<file path="src/design/grp_pkg.sv">
// Shared types and constants of the guillotine rectangle packer.
package grp_pkg;

    localparam int COORD_W = 13;
    localparam int SIZE_W  = 14;

    // Largest buffer dimension; register writes above it are clamped to it.
    localparam logic [SIZE_W-1:0] MAX_BUF = 14'd8192;

    // Configuration register indexes.
    typedef logic [1:0] cfg_index_t;
    localparam cfg_index_t CFG_BUFFER_WIDTH  = 2'd0;
    localparam cfg_index_t CFG_BUFFER_HEIGHT = 2'd1;

    // One free rectangle of the list.
    typedef struct packed {
        logic [COORD_W-1:0] x;
        logic [COORD_W-1:0] y;
        logic [SIZE_W-1:0]  w;
        logic [SIZE_W-1:0]  h;
    } rect_t;

endpackage

</file>
<file path="src/design/guillotine_rect_packer.sv">
// Top level of the guillotine first-fit rectangle packer with its free-list memory.
//
// Usage: a request (s_request_width, s_request_height) enters on a valid/ready channel and
// one result (m_place_x, m_place_y, m_page_index, m_page_flipped, m_oversize_error) leaves
// on a valid/ready channel for every request. The block takes one request at a time:
// s_ready is high only while the sequencer is idle.
// Steps: an oversized request goes straight to its result. Otherwise the first-fit scan reads one
// free entry per cycle through the single memory read port, the sequencer plans the split
// (planning once more when the pieces would overflow the list and the page flips), the
// entries behind the chosen one shift by one slot per cycle when the list grows or shrinks,
// the WR0 and WR1 steps write the new pieces and the last step loads the result.
// The shared memory port, one read and one write a cycle, paces the scan and the shift.
// A finished result sits in an output register; a stalled receiver holds it there. The
// block still takes the next request and works on it, but holds in its last step until
// that register has been passed on.
// Reset (aresetn, synchronous, active low) sets the buffer to 256 x 256, page 0 and a free
// list holding the whole buffer; it needs no clearing pass. A write on the configuration port
// (cfg_we, cfg_index, cfg_wdata), allowed only while idle, sets buffer width (index 0) or
// height (index 1), clamped to 8192, and resets the free list to the new whole buffer.
module guillotine_rect_packer #(
    parameter int FREE_LIST_DEPTH = 64
) (
    input  logic                aclk,
    input  logic                aresetn,
    // configuration write port
    input  logic                cfg_we,
    input  grp_pkg::cfg_index_t cfg_index,
    input  logic [13:0]         cfg_wdata,
    // request channel
    input  logic                s_valid,
    output logic                s_ready,
    input  logic [13:0]         s_request_width,
    input  logic [13:0]         s_request_height,
    // result channel
    output logic                m_valid,
    input  logic                m_ready,
    output logic [12:0]         m_place_x,
    output logic [12:0]         m_place_y,
    output logic                m_page_index,
    output logic                m_page_flipped,
    output logic                m_oversize_error
);
    import grp_pkg::*;

    localparam int AW = $clog2(FREE_LIST_DEPTH);
    localparam int CW = $clog2(FREE_LIST_DEPTH + 1);
    localparam logic [CW:0] LIST_LIMIT = (CW+1)'(FREE_LIST_DEPTH + 1);

    localparam logic [2:0] ST_IDLE = 3'd0;
    localparam logic [2:0] ST_SCAN = 3'd1;
    localparam logic [2:0] ST_PLAN = 3'd2;
    localparam logic [2:0] ST_MOVE = 3'd3;
    localparam logic [2:0] ST_WR0  = 3'd4;
    localparam logic [2:0] ST_WR1  = 3'd5;
    localparam logic [2:0] ST_DONE = 3'd6;

    // free-list memory, one write and one registered read a cycle
    rect_t mem [FREE_LIST_DEPTH];
    rect_t rd_data_reg;
    logic  mem_we;
    logic [AW-1:0] mem_wa, mem_ra;
    rect_t mem_wd;

    // control state
    logic [2:0]    state_reg, state_next;
    logic [CW-1:0] cnt_reg, cnt_next;
    logic          base_reg, base_next;     // entry 0 reads as the whole buffer
    logic          rd_base_reg, rd_base_next;
    logic          page_reg, page_next;
    logic [13:0]   bw_reg, bw_next, bh_reg, bh_next;
    logic [CW-1:0] iss_reg, iss_next;
    logic          chk_valid_reg, chk_valid_next;
    logic [CW-1:0] mv_src_reg, mv_src_next, mv_dst_reg, mv_dst_next;
    logic [CW-1:0] mv_left_reg, mv_left_next;
    logic          mv_pend_reg, mv_pend_next, mv_down_reg, mv_down_next;
    logic          m_valid_reg, m_valid_next;

    // payload
    logic [13:0]   req_w_reg, req_w_next, req_h_reg, req_h_next;
    logic [AW-1:0] chk_idx_reg, chk_idx_next, idx_reg, idx_next;
    rect_t         ent_reg, ent_next, p0_reg, p0_next, p1_reg, p1_next;
    logic [1:0]    np_reg, np_next;
    logic [12:0]   res_x_reg, res_x_next, res_y_reg, res_y_next;
    logic          res_flip_reg, res_flip_next, res_err_reg, res_err_next;
    logic [12:0]   m_x_reg, m_x_next, m_y_reg, m_y_next;
    logic          m_page_reg, m_page_next, m_flip_reg, m_flip_next, m_err_reg, m_err_next;

    // datapath helpers
    rect_t         whole, rd_ent, fst, sec;
    logic [13:0]   cfg_val, ww, hh, x_plus_w, y_plus_h;
    logic          fit, split, fst_ok, sec_ok, ovf;
    logic [1:0]    n_pieces;

    assign whole  = '{x: '0, y: '0, w: bw_reg, h: bh_reg};
    assign rd_ent = rd_base_reg ? whole : rd_data_reg;
    assign cfg_val = (cfg_wdata > MAX_BUF) ? MAX_BUF : cfg_wdata;
    assign fit = chk_valid_reg && (rd_ent.w >= req_w_reg) && (rd_ent.h >= req_h_reg);

    // split planner for the chosen entry
    always_comb begin
        ww       = ent_reg.w - req_w_reg;
        hh       = ent_reg.h - req_h_reg;
        x_plus_w = {1'b0, ent_reg.x} + {1'b0, req_w_reg[12:0]};
        y_plus_h = {1'b0, ent_reg.y} + {1'b0, req_h_reg[12:0]};
        split    = |(ww[13:1] | hh[13:1]);
        if (ww >= hh) begin
            fst = '{x: x_plus_w[12:0], y: ent_reg.y, w: ww, h: ent_reg.h};
            sec = '{x: ent_reg.x, y: y_plus_h[12:0], w: req_w_reg, h: hh};
        end else begin
            fst = '{x: ent_reg.x, y: y_plus_h[12:0], w: ent_reg.w, h: hh};
            sec = '{x: x_plus_w[12:0], y: ent_reg.y, w: ww, h: req_h_reg};
        end
        sec_ok   = split && (sec.w != '0) && (sec.h != '0);
        fst_ok   = split && (fst.w != '0) && (fst.h != '0);
        n_pieces = {1'b0, sec_ok} + {1'b0, fst_ok};
        ovf      = ({1'b0, cnt_reg} + (CW+1)'(n_pieces)) > LIST_LIMIT;
    end

    // sequencer
    always_comb begin
        state_next     = state_reg;
        cnt_next       = cnt_reg;
        base_next      = base_reg;
        page_next      = page_reg;
        bw_next        = bw_reg;
        bh_next        = bh_reg;
        iss_next       = iss_reg;
        chk_valid_next = chk_valid_reg;
        chk_idx_next   = chk_idx_reg;
        mv_src_next    = mv_src_reg;
        mv_dst_next    = mv_dst_reg;
        mv_left_next   = mv_left_reg;
        mv_pend_next   = mv_pend_reg;
        mv_down_next   = mv_down_reg;
        m_valid_next   = m_valid_reg;
        req_w_next     = req_w_reg;
        req_h_next     = req_h_reg;
        idx_next       = idx_reg;
        ent_next       = ent_reg;
        p0_next        = p0_reg;
        p1_next        = p1_reg;
        np_next        = np_reg;
        res_x_next     = res_x_reg;
        res_y_next     = res_y_reg;
        res_flip_next  = res_flip_reg;
        res_err_next   = res_err_reg;
        m_x_next       = m_x_reg;
        m_y_next       = m_y_reg;
        m_page_next    = m_page_reg;
        m_flip_next    = m_flip_reg;
        m_err_next     = m_err_reg;
        mem_we         = 1'b0;
        mem_wa         = idx_reg;
        mem_wd         = p0_reg;
        mem_ra         = iss_reg[AW-1:0];

        // drop the result once the receiver takes it
        if (m_valid_reg && m_ready) begin
            m_valid_next = 1'b0;
        end

        // configuration: set the size and reset the list to the whole buffer
        if (cfg_we && (cfg_index == CFG_BUFFER_WIDTH || cfg_index == CFG_BUFFER_HEIGHT)) begin
            if (cfg_index == CFG_BUFFER_WIDTH) begin
                bw_next = cfg_val;
            end else begin
                bh_next = cfg_val;
            end
            cnt_next  = CW'(1);
            base_next = 1'b1;
        end

        case (state_reg)
            ST_IDLE: begin
                if (s_valid) begin
                    req_w_next    = s_request_width;
                    req_h_next    = s_request_height;
                    res_flip_next = 1'b0;
                    res_x_next    = '0;
                    res_y_next    = '0;
                    if (s_request_width > bw_reg || s_request_height > bh_reg) begin
                        res_err_next = 1'b1;
                        state_next   = ST_DONE;
                    end else begin
                        res_err_next   = 1'b0;
                        iss_next       = '0;
                        chk_valid_next = 1'b0;
                        state_next     = ST_SCAN;
                    end
                end
            end
            ST_SCAN: begin
                if (fit) begin
                    ent_next   = rd_ent;
                    idx_next   = chk_idx_reg;
                    state_next = ST_PLAN;
                end else if (iss_reg < cnt_reg) begin
                    // issue the next read; check it next cycle
                    chk_valid_next = 1'b1;
                    chk_idx_next   = iss_reg[AW-1:0];
                    iss_next       = iss_reg + CW'(1);
                end else begin
                    // nothing fits: flip page, restart from the whole buffer
                    page_next     = ~page_reg;
                    cnt_next      = CW'(1);
                    base_next     = 1'b1;
                    res_flip_next = 1'b1;
                    ent_next      = whole;
                    idx_next      = '0;
                    state_next    = ST_PLAN;
                end
            end
            ST_PLAN: begin
                if (ovf) begin
                    page_next     = ~page_reg;
                    cnt_next      = CW'(1);
                    base_next     = 1'b1;
                    res_flip_next = 1'b1;
                    ent_next      = whole;
                    idx_next      = '0;
                end else begin
                    np_next      = n_pieces;
                    p0_next      = sec_ok ? sec : fst;
                    p1_next      = fst;
                    res_x_next   = ent_reg.x;
                    res_y_next   = ent_reg.y;
                    mv_pend_next = 1'b0;
                    mv_down_next = (n_pieces == 2'd0);
                    mv_left_next = (n_pieces == 2'd1) ? '0
                                 : CW'(cnt_reg - CW'(1) - CW'(idx_reg));
                    mv_src_next  = (n_pieces == 2'd0) ? CW'(CW'(idx_reg) + CW'(1))
                                 : CW'(cnt_reg - CW'(1));
                    state_next   = ST_MOVE;
                end
            end
            ST_MOVE: begin
                // write the entry read last cycle to its new slot
                if (mv_pend_reg) begin
                    mem_we = 1'b1;
                    mem_wa = mv_dst_reg[AW-1:0];
                    mem_wd = rd_ent;
                end
                if (mv_left_reg != '0) begin
                    mem_ra       = mv_src_reg[AW-1:0];
                    mv_pend_next = 1'b1;
                    mv_dst_next  = mv_down_reg ? mv_src_reg - CW'(1) : mv_src_reg + CW'(1);
                    mv_src_next  = mv_down_reg ? mv_src_reg + CW'(1) : mv_src_reg - CW'(1);
                    mv_left_next = mv_left_reg - CW'(1);
                end else begin
                    mv_pend_next = 1'b0;
                    state_next   = ST_WR0;
                end
            end
            ST_WR0: begin
                mem_we     = (np_reg != 2'd0);
                mem_wa     = idx_reg;
                mem_wd     = p0_reg;
                state_next = ST_WR1;
            end
            ST_WR1: begin
                mem_we     = (np_reg == 2'd2);
                mem_wa     = idx_reg + AW'(1);
                mem_wd     = p1_reg;
                cnt_next   = CW'(cnt_reg - CW'(1) + CW'(np_reg));
                base_next  = 1'b0;
                state_next = ST_DONE;
            end
            ST_DONE: begin
                if (!m_valid_reg || m_ready) begin
                    m_valid_next = 1'b1;
                    m_x_next     = res_x_reg;
                    m_y_next     = res_y_reg;
                    m_page_next  = page_reg;
                    m_flip_next  = res_flip_reg;
                    m_err_next   = res_err_reg;
                    state_next   = ST_IDLE;
                end
            end
            default: begin
                state_next = ST_IDLE;
            end
        endcase

        rd_base_next = base_reg && (mem_ra == '0);
    end

    // free-list memory
    always_ff @(posedge aclk) begin
        if (mem_we) begin
            mem[mem_wa] <= mem_wd;
        end
        rd_data_reg <= mem[mem_ra];
    end

    // control registers
    always_ff @(posedge aclk) begin
        if (!aresetn) begin
            state_reg     <= ST_IDLE;
            cnt_reg       <= CW'(1);
            base_reg      <= 1'b1;
            rd_base_reg   <= 1'b0;
            page_reg      <= 1'b0;
            bw_reg        <= 14'd256;
            bh_reg        <= 14'd256;
            iss_reg       <= '0;
            chk_valid_reg <= 1'b0;
            mv_src_reg    <= '0;
            mv_dst_reg    <= '0;
            mv_left_reg   <= '0;
            mv_pend_reg   <= 1'b0;
            mv_down_reg   <= 1'b0;
            m_valid_reg   <= 1'b0;
        end else begin
            state_reg     <= state_next;
            cnt_reg       <= cnt_next;
            base_reg      <= base_next;
            rd_base_reg   <= rd_base_next;
            page_reg      <= page_next;
            bw_reg        <= bw_next;
            bh_reg        <= bh_next;
            iss_reg       <= iss_next;
            chk_valid_reg <= chk_valid_next;
            mv_src_reg    <= mv_src_next;
            mv_dst_reg    <= mv_dst_next;
            mv_left_reg   <= mv_left_next;
            mv_pend_reg   <= mv_pend_next;
            mv_down_reg   <= mv_down_next;
            m_valid_reg   <= m_valid_next;
        end
    end

    // payload registers
    always_ff @(posedge aclk) begin
        req_w_reg    <= req_w_next;
        req_h_reg    <= req_h_next;
        chk_idx_reg  <= chk_idx_next;
        idx_reg      <= idx_next;
        ent_reg      <= ent_next;
        p0_reg       <= p0_next;
        p1_reg       <= p1_next;
        np_reg       <= np_next;
        res_x_reg    <= res_x_next;
        res_y_reg    <= res_y_next;
        res_flip_reg <= res_flip_next;
        res_err_reg  <= res_err_next;
        m_x_reg      <= m_x_next;
        m_y_reg      <= m_y_next;
        m_page_reg   <= m_page_next;
        m_flip_reg   <= m_flip_next;
        m_err_reg    <= m_err_next;
    end

    assign s_ready          = (state_reg == ST_IDLE);
    assign m_valid          = m_valid_reg;
    assign m_place_x        = m_x_reg;
    assign m_place_y        = m_y_reg;
    assign m_page_index     = m_page_reg;
    assign m_page_flipped   = m_flip_reg;
    assign m_oversize_error = m_err_reg;

`ifndef SYNTHESIS
    a_count_bound: assert property (@(posedge aclk) disable iff (!aresetn)
        cnt_reg <= CW'(FREE_LIST_DEPTH))
        else $error("free list count above depth");

    a_base_single: assert property (@(posedge aclk) disable iff (!aresetn)
        base_reg |-> (cnt_reg == CW'(1)))
        else $error("whole-buffer entry with more than one list entry");

    a_busy_after_accept: assert property (@(posedge aclk) disable iff (!aresetn)
        (s_valid && s_ready) |=> !s_ready)
        else $error("request accepted while previous one in flight");

    a_oversize_clean: assert property (@(posedge aclk) disable iff (!aresetn)
        (m_valid && m_oversize_error) |->
            (!m_page_flipped && m_place_x == '0 && m_place_y == '0))
        else $error("oversize result carries a placement");

    a_plan_fits: assert property (@(posedge aclk) disable iff (!aresetn)
        (state_reg == ST_PLAN) |-> (ent_reg.w >= req_w_reg && ent_reg.h >= req_h_reg))
        else $error("chosen free entry smaller than request");
`endif

endmodule
</file>
<file path="config.mk">
export PLATFORM = sky130hd
export DESIGN_NAME = guillotine_rect_packer
export DESIGN_NICKNAME = d
export VERILOG_FILES = /design/src/design/grp_pkg.sv /design/src/design/guillotine_rect_packer.sv
export SDC_FILE = /design/constraint.sdc
export NUM_CORES = 2
export LEC_CHECK = 0
export BUFFER_PORTS_ARGS = -buffer_cell sky130_fd_sc_hd__buf_2
export CORE_MARGIN = 5
export CORE_UTILIZATION = 50
export DETAILED_ROUTE_END_ITERATION = 12
export GPL_TIMING_DRIVEN = 0
export HOLD_SLACK_MARGIN = 0.03
export PLACE_DENSITY = 0.65
export SLEW_MARGIN = 20
export SYNTH_ARGS = -nofsm -noshare
export SYNTH_HDL_FRONTEND = slang
export SYNTH_SLANG_ARGS = --single-unit
</file>
<file path="constraint.sdc">
create_clock -name aclk -period 13.91 [get_ports aclk]
set_input_delay 2.782 -clock aclk [delete_from_list [all_inputs] [get_ports aclk]]
set_output_delay 2.782 -clock aclk [all_outputs]
set_load 0.01 [all_outputs]
</file>
==> impl_results.md <==
- Clk slew on worst S/H paths: 60 ps
- Largest net degree at the start of global routing: 73
- WP data required: 14570 ps
- Fill count: 22300
- DRC violations left: 0
- Max Slew Vio Count: 0
- Fmax: 91.5 MHz
- Placed cell area: 0.169 mm^2
- H-tree Lvls: 5
- IO Pins: 80
- Pre-antenna DRT Iters: 7
- Std-Cell Core Area: 0.306 mm^2
- Int Pwr: 24400 uW
- Synth-to-Final Area Change: 17.7%
- Vias in the first global route: 86900
- Flop2flop setup slack: 2980 ps
- # setup viols final: 0
- Leakage: 0.0605 uW
- Synthesized cell area: 0.154 mm^2
- Crit start category: flip-flop
- Clock root buffer: clkbuf_16
- Distinct cells, synth: 89
- CTS tree: yes
- Crit path arrival time: 11590 ps
- Crit path from: req_h_reg[1]$_DFFE_PP_
- Most frequent CP cell: inv_1
- Crit path kind: flip-flop to flip-flop
- Synth area leader: edfxtp_1
- EDFF count, synth: 3717
- Setup TNS: 0 ps
- Outcome: finished clean
- Final worst slack: 2980 ps
- Reg2reg start: req_h_reg[1]$_DFFE_PP_
- #FFs+latches synth: 3842
- CTS resizes: 0
- Dpl ws: 3240 ps
- Largest cells by area after synthesis: edfxtp_1, mux4_2, nand2_1
- Global-route wire length before repair: 682000 um
- Via density: 6.51
- CP max FO: 13
- Setup Fix Bufs, Post-CTS: 0
- RSZ-0062 raised after global routing: false
- Clock Tree Buf Depth: 4
- Die Area: 0.319 mm^2
- Finished Cell Area: 0.181 mm^2
- Sequential Power Share: 0.435
- Mean Syn Cell Area: 18.1 um^2
- Final Wtd Congestion: 0.987
- Ys async rst share: 0
- Detailed Route WL: 495000 um
- TritonCTS Sinks: 3842
- Net Sw Frac: 0.319
- Pwr Total: 35900 uW
- Hold Path Class: flip-flop to flip-flop
- Row cnt: 203
- Register area: 0.114 mm^2
- Hold EP: m_page_flipped$_DFFE_PP_
- Post-synthesis sequential area ratio: 0.741
- Clk_lat worst skew: 970 ps
- Worst-case clock skew: 60.2 ps
- P_sw: 11400 uW
- Cell Pwr Density: 198 mW/mm^2
- Final ANT Viol Nets: 0
- CP endpoint kind: flip-flop
- Post-DP HPWL: 358000 um
- Biggest register: mem
- Final worst path period share: 0.786
- Met1 Wirelength: 181000 um
- Syn_nets: 8706
- Max-Cap Viols: 0
- Tot GR Track Use: 0.308
- Vias: 89500
- Reg2Reg Depth: 34
- Die width: 565 um
- # port buffers: 78
- Total CTS buffers: 393
- WL met3: 64900 um
- Initial antenna violation count: 26
- Share of layout cells above drive strength 1: 0.233
- Syn Inst Count: 8494
- Largest stage delay on the critical path: 670 ps
- Rel. slew slack: 0.104
- Average wire per standard cell: 36.0 um
- Min Clock Period, post-route: 10930 ps
- Yosys top cell area share: 0.725
- First DRT Iteration DRCs: 13600
- Fin. Hold Viols: 0
- CP max-delay cell: edfxtp_1
- R2r endpoint: res_x_reg[5]$_SDFFCE_PN0P_
- Ys flop type: edfxtp_1
- GR Overflow Total: 0
- Worst Tran Pin Value: 1340 ps
- Max FFs per register: 3456
- Met2 wire length: 219000 um
- Comb power frac: 0.279
- Hold Path Cell Cnt: 0
- Final net count: 9529
- Die H: 565 um
- Multi-input logic area: 0.0386 mm^2
- DR top layer: met5
- Post-CTS Hold Buffers: 0
- Hold_sp: res_flip_reg$_DFFE_PP_
- Clock Power Share: 0.286
- Initial Util: 0.503
- VDD IR-drop max: 0.000152 V
- Synth warn: 0
-- per-layer routing --
layer	vias to the layer above	global-route usage
met1	46500	0.425
met4	8	0.148
li1	35700	-
met2	6297	0.454
met5	-	0.00313
met3	1100	0.0875
-- cell type report --
| type | count | area share |
|---|---|---|
| Timing Repair Buffer | 428 | 0.0451 |
| Sequential cell | 3842 | 0.630 |
| Multi-Input combinational cell | 3994 | 0.213 |
| Clock inverter | 244 | 0.0122 |
| Tap cell | 4100 | 0.0283 |
| Inverter | 189 | 0.00394 |
| Buffer | 469 | 0.0116 |
| Clock buffer | 466 | 0.0562 |
| Antenna cell | 19 | 0.000262 |
-- Yosys cell counts, drive strengths merged, types with 138 or more instances --
| cell type | n |
|---|---|
| nor2 | 270 |
| nand3 | 268 |
| nand2 | 1134 |
| and3 | 138 |
| inv | 188 |
| mux4 | 864 |
| o21ai | 148 |
| buf | 214 |
| a311oi | 164 |
| edfxtp | 3717 |
| clkbuf | 255 |
| a21oi | 245 |
| ha | 156 |
-- critical path, delay by kind of cell, from the launching register on --
family	cells	cell delay (ps)
AOI/OAI and AO/OA	9	2740
muxes	1	600
buffers and inverters	10	2150
and+or+nand+nor	9	2230
adders and majority gates	5	2190
DFF	1	670
-- per-stage QoR --
step | cells | util | hold WS (ps)
after global placement | 12700 | 0.521 | 410
after global routing | 13700 | 0.592 | 395
final | 13800 | 0.592 | 391
after detailed placement | 13000 | 0.551 | 405
after floorplan | 8494 | - | 400
after CTS | 13700 | 0.591 | 379
-- cell families (layout without fill, tap and decap cells) --
family          after synthesis  count (layout)  share of synthesized area
compound gates              813             813                     0.0353
xor+xnor                     66              66                    0.00385
fa+ha+maj                   163             163                     0.0136
buf+inv                     658            1796                     0.0180
flops                      3842            3842                      0.741
mux                         937             937                      0.131
other cells                   0              19                          0
simple gates               2015            2015                     0.0569
-- worst max-delay path by stage --
| stage | to | slack (ps) | cells after the start |
|---|---|---|---|
| CTS | res_x_reg[5]$_SDFFCE_PN0P_ | 3170 | 34 |
| global route | res_x_reg[5]$_SDFFCE_PN0P_ | 2530 | 34 |
| detailed placement | res_x_reg[6]$_SDFFCE_PN0P_ | 3240 | 34 |
| global placement | ent_reg[32]$_SDFFCE_PP0P_ | -1010 | 27 |
| finish | res_x_reg[5]$_SDFFCE_PN0P_ | 2980 | 34 |
| floorplan | ent_reg[0]$_DFFE_PP_ | 4330 | 27 |
-- placed cells by master (no fill, tap or decap), types with 43 or more instances in the layout --
master	Yosys	final
clkbuf_1	255	290
buf_4	22	45
buf_12	0	179
xnor2_1	43	43
buf_16	0	145
dfxtp_1	125	125
a21oi_1	243	242
ha_1	156	156
mux2i_1	54	51
inv_1	185	184
clkinv_2	0	72
nor2_1	270	205
and3_1	138	137
a311oi_1	164	125
o21ai_4	0	54
clkinv_1	1	104
buf_1	54	52
a31oi_1	63	51
nand2b_1	50	50
o21ai_0	147	92
nor2_4	0	65
edfxtp_1	3717	3717
nand2_1	1133	1133
buf_2	131	211
clkbuf_16	0	396
mux4_2	864	864
nand3_1	268	268
-- power groups by stage --
| stage | sequential (uW) | combinational, uW | clock [uW] |
|---|---|---|---|
| 2_1_floorplan | 16100 | 4840 | 0 |
| 3_3_place_gp | 16900 | 8000 | 0 |
| 3_5_place_dp | 15800 | 9770 | 0 |
| 4_1_cts | 15600 | 9820 | 10300 |
| 5_1_grt | 15600 | 10400 | 10800 |
| 6_report | 15600 | 10000 | 10200 |
Note: power is estimated with default switching activity, not from simulation.
